$ cat src/rtl/core/slcfd_pkg.sv
// ----------------------------------------------------------------------------
// slcfd_pkg
// Shared types, constants and the bytewise CRC-16/Modbus update for the
// sync/length/CRC frame decoder.
// ----------------------------------------------------------------------------
package slcfd_pkg;

  // largest whole frame in bytes (length field plus six overhead bytes)
  localparam int unsigned MAX_FRAME_BYTES = 1024;

  localparam int unsigned CountW = 11;
  localparam int unsigned LenW   = 16;

  localparam logic [15:0] CRC_INIT = 16'hFFFF;
  localparam logic [15:0] CRC_POLY = 16'hA001;

  localparam logic [15:0]       SYNC_WORD_RESET = 16'hAA55;
  localparam logic [CountW-1:0] FRAME_CAP_RESET = CountW'(MAX_FRAME_BYTES);

  // frame bytes besides the payload: sync, length and crc
  localparam logic [LenW:0] FRAME_OVERHEAD = 17'd6;

  // configuration register indexes
  typedef enum logic {
    CFG_SYNC_WORD = 1'b0,
    CFG_FRAME_CAP = 1'b1
  } cfg_index_t;

  typedef enum logic [1:0] {
    PH_HUNT = 2'd0,
    PH_LEN  = 2'd1,
    PH_PAY  = 2'd2,
    PH_CRC  = 2'd3
  } phase_t;

  typedef enum logic [2:0] {
    ST_HUNTING    = 3'd0,
    ST_OUT_OF_SYNC = 3'd1,
    ST_LENGTH     = 3'd2,
    ST_TOO_LARGE  = 3'd3,
    ST_PAYLOAD    = 3'd4,
    ST_CRC_BYTE   = 3'd5,
    ST_GOOD_FRAME = 3'd6,
    ST_CRC_ERROR  = 3'd7
  } status_t;

  // one result item
  typedef struct packed {
    status_t             status;
    logic [7:0]          data_byte;
    logic                payload_valid;
    logic [CountW-1:0]   byte_count;
    logic [LenW-1:0]     frame_length;
  } result_t;

  // reflected crc-16 update over one byte, eight narrow shift steps
  function automatic logic [15:0] crc16_byte(logic [15:0] crc_in, logic [7:0] b);
    logic [15:0] c;
    c = crc_in ^ {8'h00, b};
    for (int i = 0; i < 8; i++) begin
      if (c[0]) begin
        c = (c >> 1) ^ CRC_POLY;
      end else begin
        c = c >> 1;
      end
    end
    return c;
  endfunction

endpackage

$ cat src/rtl/core/slcfd_decode.sv
// ----------------------------------------------------------------------------
// slcfd_decode
// Frame state machine: sync hunt, length, payload and crc phases, with the
// running crc. Produces the result for the byte at its input.
// ----------------------------------------------------------------------------
module slcfd_decode (
  input  logic                             clk,
  input  logic                             rst,
  input  logic                             accept,
  input  logic [7:0]                       rx_byte,
  input  logic [15:0]                      sync_word,
  input  logic [slcfd_pkg::CountW-1:0]     frame_capacity,
  output slcfd_pkg::result_t               result
);
  import slcfd_pkg::*;

  phase_t            phase, phase_next;
  logic [7:0]        window_byte, window_byte_next;
  logic [15:0]       window_crc, window_crc_next;
  logic [CountW-1:0] position, position_next;
  logic [LenW-1:0]   payload_length, payload_length_next;
  logic [15:0]       running_crc, running_crc_next;
  logic [7:0]        crc_high_byte, crc_high_byte_next;

  logic [CountW-1:0] cap;
  logic [CountW-1:0] pos_inc;
  logic [LenW-1:0]   len_low;
  logic [15:0]       crc_step;
  logic              do_restart;
  status_t           status;
  logic              pv;
  logic [CountW-1:0] count;
  logic [LenW-1:0]   flen;

  // capacity clamped to the hard frame limit
  assign cap = (frame_capacity > CountW'(MAX_FRAME_BYTES)) ?
               CountW'(MAX_FRAME_BYTES) : frame_capacity;

  assign pos_inc  = position + 1'b1;
  assign len_low  = {payload_length[15:8], rx_byte};
  assign crc_step = crc16_byte(running_crc, rx_byte);

  // next state and result
  always_comb begin
    phase_next          = phase;
    window_byte_next    = window_byte;
    window_crc_next     = window_crc;
    position_next       = position;
    payload_length_next = payload_length;
    running_crc_next    = running_crc;
    crc_high_byte_next  = crc_high_byte;
    status              = ST_HUNTING;
    pv                  = 1'b0;
    do_restart          = 1'b0;
    case (phase)
      PH_HUNT: begin
        if (position != CountW'(1)) begin
          window_byte_next = rx_byte;
          window_crc_next  = crc16_byte(CRC_INIT, rx_byte);
          position_next    = CountW'(1);
        end else if ({window_byte, rx_byte} == sync_word) begin
          running_crc_next = crc16_byte(window_crc, rx_byte);
          position_next    = CountW'(2);
          phase_next       = PH_LEN;
        end else begin
          window_byte_next = rx_byte;
          window_crc_next  = crc16_byte(CRC_INIT, rx_byte);
          position_next    = CountW'(1);
          status           = ST_OUT_OF_SYNC;
        end
      end
      PH_LEN: begin
        running_crc_next = crc_step;
        status           = ST_LENGTH;
        if (position == CountW'(2)) begin
          payload_length_next = {rx_byte, 8'h00};
          position_next       = CountW'(3);
        end else begin
          payload_length_next = len_low;
          position_next       = CountW'(4);
          if (({1'b0, len_low} + FRAME_OVERHEAD) > {6'b0, cap}) begin
            status     = ST_TOO_LARGE;
            do_restart = 1'b1;
          end else if (len_low == '0) begin
            phase_next = PH_CRC;
          end else begin
            phase_next = PH_PAY;
          end
        end
      end
      PH_PAY: begin
        running_crc_next = crc_step;
        position_next    = pos_inc;
        status           = ST_PAYLOAD;
        pv               = 1'b1;
        if (({6'b0, pos_inc} - 17'd4) >= {1'b0, payload_length}) begin
          phase_next = PH_CRC;
        end
      end
      PH_CRC: begin
        position_next = pos_inc;
        if ({6'b0, pos_inc} == ({1'b0, payload_length} + 17'd5)) begin
          crc_high_byte_next = rx_byte;
          status             = ST_CRC_BYTE;
        end else begin
          status     = ({crc_high_byte, rx_byte} == running_crc) ?
                       ST_GOOD_FRAME : ST_CRC_ERROR;
          do_restart = 1'b1;
        end
      end
      default: begin
        phase_next = PH_HUNT;
      end
    endcase

    // result fields are taken before any restart
    count = position_next;
    flen  = payload_length_next;

    if (do_restart) begin
      phase_next          = PH_HUNT;
      window_byte_next    = '0;
      window_crc_next     = crc16_byte(CRC_INIT, 8'h00);
      position_next       = '0;
      payload_length_next = '0;
      running_crc_next    = CRC_INIT;
      crc_high_byte_next  = '0;
    end
  end

  assign result.status        = status;
  assign result.data_byte     = rx_byte;
  assign result.payload_valid = pv;
  assign result.byte_count    = count;
  assign result.frame_length  = flen;

  // state registers
  always_ff @(posedge clk) begin
    if (rst) begin
      phase          <= PH_HUNT;
      window_byte    <= '0;
      window_crc     <= crc16_byte(CRC_INIT, 8'h00);
      position       <= '0;
      payload_length <= '0;
      running_crc    <= CRC_INIT;
      crc_high_byte  <= '0;
    end else if (accept) begin
      phase          <= phase_next;
      window_byte    <= window_byte_next;
      window_crc     <= window_crc_next;
      position       <= position_next;
      payload_length <= payload_length_next;
      running_crc    <= running_crc_next;
      crc_high_byte  <= crc_high_byte_next;
    end
  end

endmodule

$ cat src/rtl/core/slcfd_out_reg.sv
// ----------------------------------------------------------------------------
// slcfd_out_reg
// Result register with valid/stall handshake toward the consumer.
// ----------------------------------------------------------------------------
module slcfd_out_reg (
  input  logic                clk,
  input  logic                rst,
  input  logic                load,
  input  slcfd_pkg::result_t  result_in,
  input  logic                stall,
  output logic                valid,
  output slcfd_pkg::result_t  result_out
);
  import slcfd_pkg::*;

  result_t held;

  // valid flag: set on load, cleared once the item is taken
  always_ff @(posedge clk) begin
    if (rst) begin
      valid <= 1'b0;
    end else if (load) begin
      valid <= 1'b1;
    end else if (!stall) begin
      valid <= 1'b0;
    end
  end

  // payload, no reset needed
  always_ff @(posedge clk) begin
    if (load) begin
      held <= result_in;
    end
  end

  assign result_out = held;

endmodule

$ cat src/rtl/core/sync_length_crc_frame_decoder.sv
// ----------------------------------------------------------------------------
// sync_length_crc_frame_decoder
// Hunts a two-byte sync word, reads a big-endian length, passes the payload
// through and checks a trailing CRC-16/Modbus; one status item per byte.
// ----------------------------------------------------------------------------
//   channel   handshake                  payload
//   byte      byte_valid / byte_stall    rx_byte
//   result    result_valid / result_stall status, data_byte, payload_valid,
//                                          byte_count, frame_length
//   config    cfg_we                     cfg_index, cfg_data
//
// One byte per cycle while byte_stall is low; a result appears in the cycle after its byte is taken.
// The bytewise crc update and the phase logic sit between the input port and
// the result register, so the result register alone sets the latency.
// Reset (rst, synchronous) returns to the sync hunt with default registers.
// A stalled result stalls the input only when no slot frees that cycle.
// ----------------------------------------------------------------------------
module sync_length_crc_frame_decoder (
  input  logic                          clk,
  input  logic                          rst,
  input  logic                          byte_valid,
  output logic                          byte_stall,
  input  logic [7:0]                    rx_byte,
  output logic                          result_valid,
  input  logic                          result_stall,
  output logic [2:0]                    status,
  output logic [7:0]                    data_byte,
  output logic                          payload_valid,
  output logic [slcfd_pkg::CountW-1:0]  byte_count,
  output logic [slcfd_pkg::LenW-1:0]    frame_length,
  input  logic                          cfg_we,
  input  logic                          cfg_index,
  input  logic [15:0]                   cfg_data
);
  import slcfd_pkg::*;

  logic [15:0]       sync_word;
  logic [CountW-1:0] frame_capacity;
  logic              accept;
  result_t           res_comb;
  result_t           res_reg;

  // configuration registers
  always_ff @(posedge clk) begin
    if (rst) begin
      sync_word      <= SYNC_WORD_RESET;
      frame_capacity <= FRAME_CAP_RESET;
    end else if (cfg_we) begin
      case (cfg_index_t'(cfg_index))
        CFG_SYNC_WORD: sync_word      <= cfg_data;
        CFG_FRAME_CAP: frame_capacity <= cfg_data[CountW-1:0];
        default:       sync_word      <= sync_word;
      endcase
    end
  end

  // input handshake
  assign byte_stall = result_valid & result_stall;
  assign accept     = byte_valid & ~byte_stall;

  slcfd_decode u_decode (
    .clk            (clk),
    .rst            (rst),
    .accept         (accept),
    .rx_byte        (rx_byte),
    .sync_word      (sync_word),
    .frame_capacity (frame_capacity),
    .result         (res_comb)
  );

  slcfd_out_reg u_out_reg (
    .clk        (clk),
    .rst        (rst),
    .load       (accept),
    .result_in  (res_comb),
    .stall      (result_stall),
    .valid      (result_valid),
    .result_out (res_reg)
  );

  assign status        = res_reg.status;
  assign data_byte     = res_reg.data_byte;
  assign payload_valid = res_reg.payload_valid;
  assign byte_count    = res_reg.byte_count;
  assign frame_length  = res_reg.frame_length;

  // payload bytes are only flagged in the payload status
  a_pv_status: assert property (@(posedge clk) disable iff (rst)
    result_valid && payload_valid |-> status == ST_PAYLOAD)
    else $error("payload_valid outside payload status");

  // frame end reports the whole frame length as the count
  a_end_count: assert property (@(posedge clk) disable iff (rst)
    result_valid && (status == ST_GOOD_FRAME || status == ST_CRC_ERROR) |->
      {5'b0, byte_count} == frame_length + 16'd6)
    else $error("frame end count mismatch");

  // rejected length is reported after the four header bytes
  a_too_large: assert property (@(posedge clk) disable iff (rst)
    result_valid && status == ST_TOO_LARGE |-> byte_count == CountW'(4))
    else $error("too_large count mismatch");

  // an accepted byte always yields a result in the next cycle
  a_result_follows: assert property (@(posedge clk) disable iff (rst)
    byte_valid && !byte_stall |=> result_valid)
    else $error("accepted byte gave no result");

endmodule
$ cat config.mk
export PLATFORM = sky130hd
export DESIGN_NAME = sync_length_crc_frame_decoder
export DESIGN_NICKNAME = d
export VERILOG_FILES = /design/src/rtl/core/slcfd_pkg.sv /design/src/rtl/core/slcfd_decode.sv /design/src/rtl/core/slcfd_out_reg.sv /design/src/rtl/core/sync_length_crc_frame_decoder.sv
export SDC_FILE = /design/constraint.sdc
export NUM_CORES = 1
export LEC_CHECK = 0
export BUFFER_PORTS_ARGS = -buffer_cell sky130_fd_sc_hd__clkbuf_2
export CORE_ASPECT_RATIO = 1.2
export CORE_MARGIN = 5
export CORE_UTILIZATION = 65
export CTS_BUF_LIST = sky130_fd_sc_hd__clkbuf_8
export CTS_CLUSTER_SIZE = 10
export DETAILED_ROUTE_END_ITERATION = 7
export GPL_ROUTABILITY_DRIVEN = 0
export PLACE_DENSITY_LB_ADDON = 0.12
export SLEW_MARGIN = 40
export SYNTH_ARGS = -nofsm -noshare
export SYNTH_HDL_FRONTEND = slang
export SYNTH_SLANG_ARGS = --single-unit
$ cat constraint.sdc
create_clock -name clk -period 13 [get_ports clk]
set_clock_uncertainty 0.2 [all_clocks]
set_input_delay 3.25 -clock clk [delete_from_list [all_inputs] [get_ports clk]]
set_output_delay 3.25 -clock clk [all_outputs]
set_load 0.01 [all_outputs]
**Word-level counts from Yosys, hierarchy flattened**

Cells that the tools add are included.

- Flip-flop bits (word level): 144

- Equal/unequal tests: 15
- Multiplexer cells: 133
- Bitwise logic cells: 38
- Add/subtract/negate cells: 4
- $lt $le $gt $ge: 3
- Reductions and logical operators: 15

Operator list:

| cell | number |
|---|---|
| 16-bit 2-to-1 mux | 97 |
| 2-bit NOT with 3-bit output | 31 |
| 8-bit 2-to-1 mux | 7 |
| 16-bit by 3-bit adder with 17-bit output (second input constant) | 2 |
| 11-bit 2-to-1 mux | 3 |
| 11-bit case mux with 3 select lines | 1 |
| 16-bit equality test | 2 |
| 16-bit case mux with 2 select lines | 1 |
| 16-bit by 8-bit bitwise XOR with 16-bit output | 2 |
| 11-bit by 17-bit equality test with 1-bit output | 1 |
| 17-bit by 16-bit greater-or-equal comparator with 1-bit output | 1 |
| 17-bit by 11-bit > comparator with 1-bit output | 1 |
| 16-bit zero test | 1 |
| 8-bit NOT with 16-bit output | 1 |
| 2-bit 2-to-1 mux | 7 |
| 3-bit case mux with 4 select lines | 1 |
| 11-bit by 3-bit subtractor with 12-bit output (second input constant) | 1 |
| 11-bit by 1-bit adder with 11-bit output (second input constant) | 1 |
| 11-bit by 2-bit equality test with 1-bit output (second input constant) | 1 |
| 11-bit > comparator (second input constant) | 1 |
| 1-bit 2-to-1 mux | 11 |
| 11-bit by 1-bit != test with 1-bit output (second input constant) | 1 |
| 3-bit 2-to-1 mux | 3 |
| 3-bit by 1-bit != test with 1-bit output (second input constant) | 3 |
| 17 further kinds | 27 |

**Logic depth before layout (Yosys ltp)**

- Word-level depth: 42
- Gate-level depth with buffers: 18

**Hierarchy**

From an unflattened synthesis, not the netlist that was laid out.

- Cell total of the unflattened synthesis: 849
- Area total of the unflattened synthesis: 8179.1 µm²

Modules (own cells, without submodules):

| module | cells each | sequential area each (µm²) | area each (µm²) | times used |
|---|---|---|---|---|
| slcfd_decode | 693 | 1421.4 | 5835.6 | 1 |
| slcfd_out_reg | 42 | 1191.1 | 1199.9 | 1 |
| sync_length_crc_frame_decoder | 114 | 540.5 | 1143.6 | 1 |

**Worst setup path after synthesis**

OpenSTA, ideal clock, no wires.

- Path type: input -> output
- Start: input result_stall
- End: output byte_stall
- Required time: 9550 ps
- Cell stages on the path: 2
- Arrival time: 3401 ps
- Path slack: 6149 ps
- Path through: nand2_1 -> inv_1

- Cells in the longest elaborated chain, start to end: 1

RTL lines:

| item | line | text |
|---|---|---|
| from (decl) | sync_length_crc_frame_decoder.sv:25 | `input logic result_stall,` |
| 1-bit bitwise AND | sync_length_crc_frame_decoder.sv:58 | `assign byte_stall = result_valid & result_stall;` |
| to (decl) | sync_length_crc_frame_decoder.sv:22 | `output logic byte_stall,` |

No other way between the ends.

**Worst setup path after layout**

Ends and elaborated chain as after synthesis.

==> metrics <==
share of cells above drive strength 1 between 10% and 20%; CP endpoint kind output port; Setup WS pre-CTS roughly 6000 ps; FP Rows 45; Async SR Flop Fraction 0%; largest net degree at the start of global routing 73; post-synthesis sequential area ratio between 30 and 40%; internal power between 1 and 1.5 mW; Syn Inst Count roughly 950; area of placed instances between 8000 and 9000 sq um; first-pass GRT wire length ~35000 um; Syn Area/Cell between 8 and 9 sq um; R2R Path End u_decode.phase[1]$_SDFFE_PP0P_; io pins slightly above 70; Syn Nets 1033; Worst Path Arrival 3570 ps; global route total overflow 0; hold crit path type reg2reg; Post-Place Cells between 1000 and 1500; Mapped Area 8400 sq um; Worst R2R Setup Slack 8330 ps; Period minus WS final ~7000 ps; setup TNS 0 ps; worst hold start frame_capacity[3]$_SDFFE_PP0P_; post-cts repair resize count 0; Post-synth EDFFs 39; Hold EP frame_capacity[3]$_SDFFE_PP0P_; nets@finish between 1000 and 1500; setup violators final 0; Initial Util roughly two thirds; Tcrit/Tclk final approximately 54%; CTS Buffer Depth 2; clock tree from TritonCTS yes; Tot GR Track Use between 20% and 30%; VDD IR-drop max roughly 0.00012 V; Worst Path Max Fanout 2; switch share a little under two fifths; CP required ~9600 ps; Register-to-Register Path Depth 15; DRC 0; CP Class in2out; Hold Vio Cnt, Final 0; Antenna Nets Post-Route 0; Fillers between 1000 and 1500; Worst setup SP type input port; worst skew pair latency approximately 460 ps; area grow syn2layout 9.23%; Iter 0 DRT Violations 595; ys flop type dfxtp_1; clock power share 23.9%; area of the multi-input gates about 4800 sq um; Worst-path clk slew roughly 70 ps; Sequential Power Share 35.5%; clk sink count about 140; distinct cell type count after synthesis 71; ANT cells 0; MaxCap Viol Count 0; flops & latches, synth between 100 and 150; die area about 15000 sq um; Pre-Repair DR Iteration Count 6; PD cells 177 nW/um^2; switching power total between 0.6 and 0.7 mW; initial antenna violation count 0; RSZ-0062 raised after global routing false; Pins Over Slew Limit 0; Vias between 7000 and 8000; vias per cell 6.24; register area ~3200 sq um; final instance area roughly 9200 sq um; final WL about 22000 um; root buf cell clkbuf_8; leak pwr approximately 3.4 nW; Post-CTS Setup Inserts 0; die width about 110 um; CORE AREA around 13000 sq um; fin worst setup slack between 5000 and 6000 ps; hpwl dp approximately 15000 um; Worst R2R Start u_decode.position[0]$_SDFFE_PP0P_; via count of the first global-routing pass roughly 6800; hold path cells 2; H-tree depth 4; CTS buffer count 17; Die Ht 135 um; Slew Limit Headroom a little under half; final std cells w/o fill between 1000 and 1500; Port Buf Inserts 70; routed len/inst roughly 19 um; Peak Freq ~0.14 GHz; status complete, no violations; Yosys warning total 0; CTS Hold Buffers Added 0; Worst Max-Slew Pin Slew between 800 and 900 ps; Comb pwr share around 41%
[power by group through the flow]
stage / sequential [mW] / clock (mW) / combinational [mW]
finish: 0.578 / 0.389 / 0.660
global placement: 0.584 / 0 / 0.641
CTS: 0.577 / 0.393 / 0.654
global route: 0.584 / 0.412 / 0.718
detailed placement: 0.585 / 0 / 0.649
floorplan: 0.572 / 0 / 0.503
[stage by stage]
step	hold slack [ps]	total power, mW	utilization, %
global route	280	1.71	72.5
CTS	258	1.62	72.4
global placement	245	1.22	68.9
floorplan	232	1.08	-
detailed placement	247	1.23	69.0
finish	261	1.63	72.5
[metal layers]
metal / share of wire (%) / GRT usage [%] / routed length (um)
met4: 3.9 / 12.5 / 845
met5: 0 / 0 / 0
met3: 6.6 / 5.06 / 1450
met2: 50 / 50.0 / 10900
met1: 39 / 35.3 / 8590
[cell type report]
type	instances	area share [%]
flip-flops and latches	138	34.4
clock buffers	19	2.85
repair buffers	77	4.39
inverters	40	1.64
clock inverters	13	1.92
well taps	164	2.24
multi-input cells	710	52.6
[worst max-delay path, cell delays in order]
cell	delay, ps
clkbuf_2	70
nand2_1	50
inv_1	70
clkbuf_2	130
[logic make-up after synthesis]
logic type                 share of synthesized area, %
AOI/OAI and AO/OA                                  14.7
adders and majority gates                          8.04
DFF                                                37.5
buffers and inverters                              5.17
muxes                                              1.67
xor gates and xnor gates                           12.3
and+or+nand+nor                                    20.6
[registers in the layout (all words and copies together) (netlist names)]
register,flops
u_out_reg.result_out,39
sync_word,16
u_decode.payload_length,16
u_decode.running_crc,16
frame_capacity,11
u_decode.position,11
u_decode.window_crc,10
u_decode.crc_high_byte,8
u_decode.window_byte,8
u_decode.phase,2
u_out_reg.valid,1
[how the worst max path moves through the flow]
| stage | slack [ps] | cells past startpoint | from | to |
|---|---|---|---|---|
| final | 5980 | 4 | result_stall | byte_stall |
| after global routing | 5930 | 4 | result_stall | byte_stall |
| after floorplan | 6150 | 2 | result_stall | byte_stall |
| after detailed placement | 5870 | 15 | rx_byte[2] | u_decode.running_crc[12]$_SDFFE_PP1P_ |
| after global placement | 5610 | 15 | rx_byte[2] | u_decode.running_crc[12]$_SDFFE_PP1P_ |
| after CTS | 5980 | 4 | result_stall | byte_stall |
[cell usage after synthesis (5+ instances only)]
| master | number | area (sq um) |
|---|---|---|
| a31oi_1 | 6 | 37.5 |
| and3_1 | 5 | 31.3 |
| nand4_1 | 34 | 213 |
| edfxtp_1 | 39 | 1170 |
| nor3_1 | 15 | 75.1 |
| clkbuf_1 | 30 | 113 |
| nand2_1 | 141 | 529 |
| xnor2_1 | 77 | 674 |
| nand3_1 | 65 | 325 |
| xor2_1 | 21 | 184 |
| nor2b_1 | 6 | 37.5 |
| dfxtp_1 | 99 | 1980 |
| buf_2 | 19 | 95.1 |
| buf_1 | 6 | 22.5 |
| o22ai_1 | 11 | 68.8 |
| nand2b_1 | 5 | 31.3 |
| a21oi_1 | 71 | 355 |
| o211ai_1 | 6 | 45.0 |
| mux2i_1 | 14 | 140 |
| nor4_1 | 11 | 68.8 |
| a2bb2oi_2 | 10 | 150 |
| nor2_1 | 43 | 161 |
| inv_1 | 39 | 146 |
| a22oi_1 | 5 | 37.5 |
| a211oi_1 | 5 | 37.5 |
| o21ai_0 | 27 | 135 |
| ha_1 | 54 | 676 |
[placed cells by master (no fill, tap or decap), types with 4 or more instances in the layout]
cell type  instances
a211oi_1           5
a21o_1             4
a21oi_1           71
a22oi_1            5
a2bb2oi_1          4
a2bb2oi_2         10
a31oi_1            6
and3_1             5
buf_4              7
bufinv_16          4
clkbuf_2          70
clkbuf_8          19
dfxtp_1           99
edfxtp_1          39
ha_1              53
inv_1             40
mux2i_1           14
nand2_1          141
nand2b_1           5
nand3_1           65
nand4_1           34
nand4b_1           4
nor2_1            43
nor2b_1            5
nor3_1            15
nor4_1            10
o211ai_1           6
o21a_1             4
o21ai_0           27
o22ai_1           11
or3_1              4
xnor2_1           77
xor2_1            21
No activity file was read; power rests on OpenSTA's default activity.
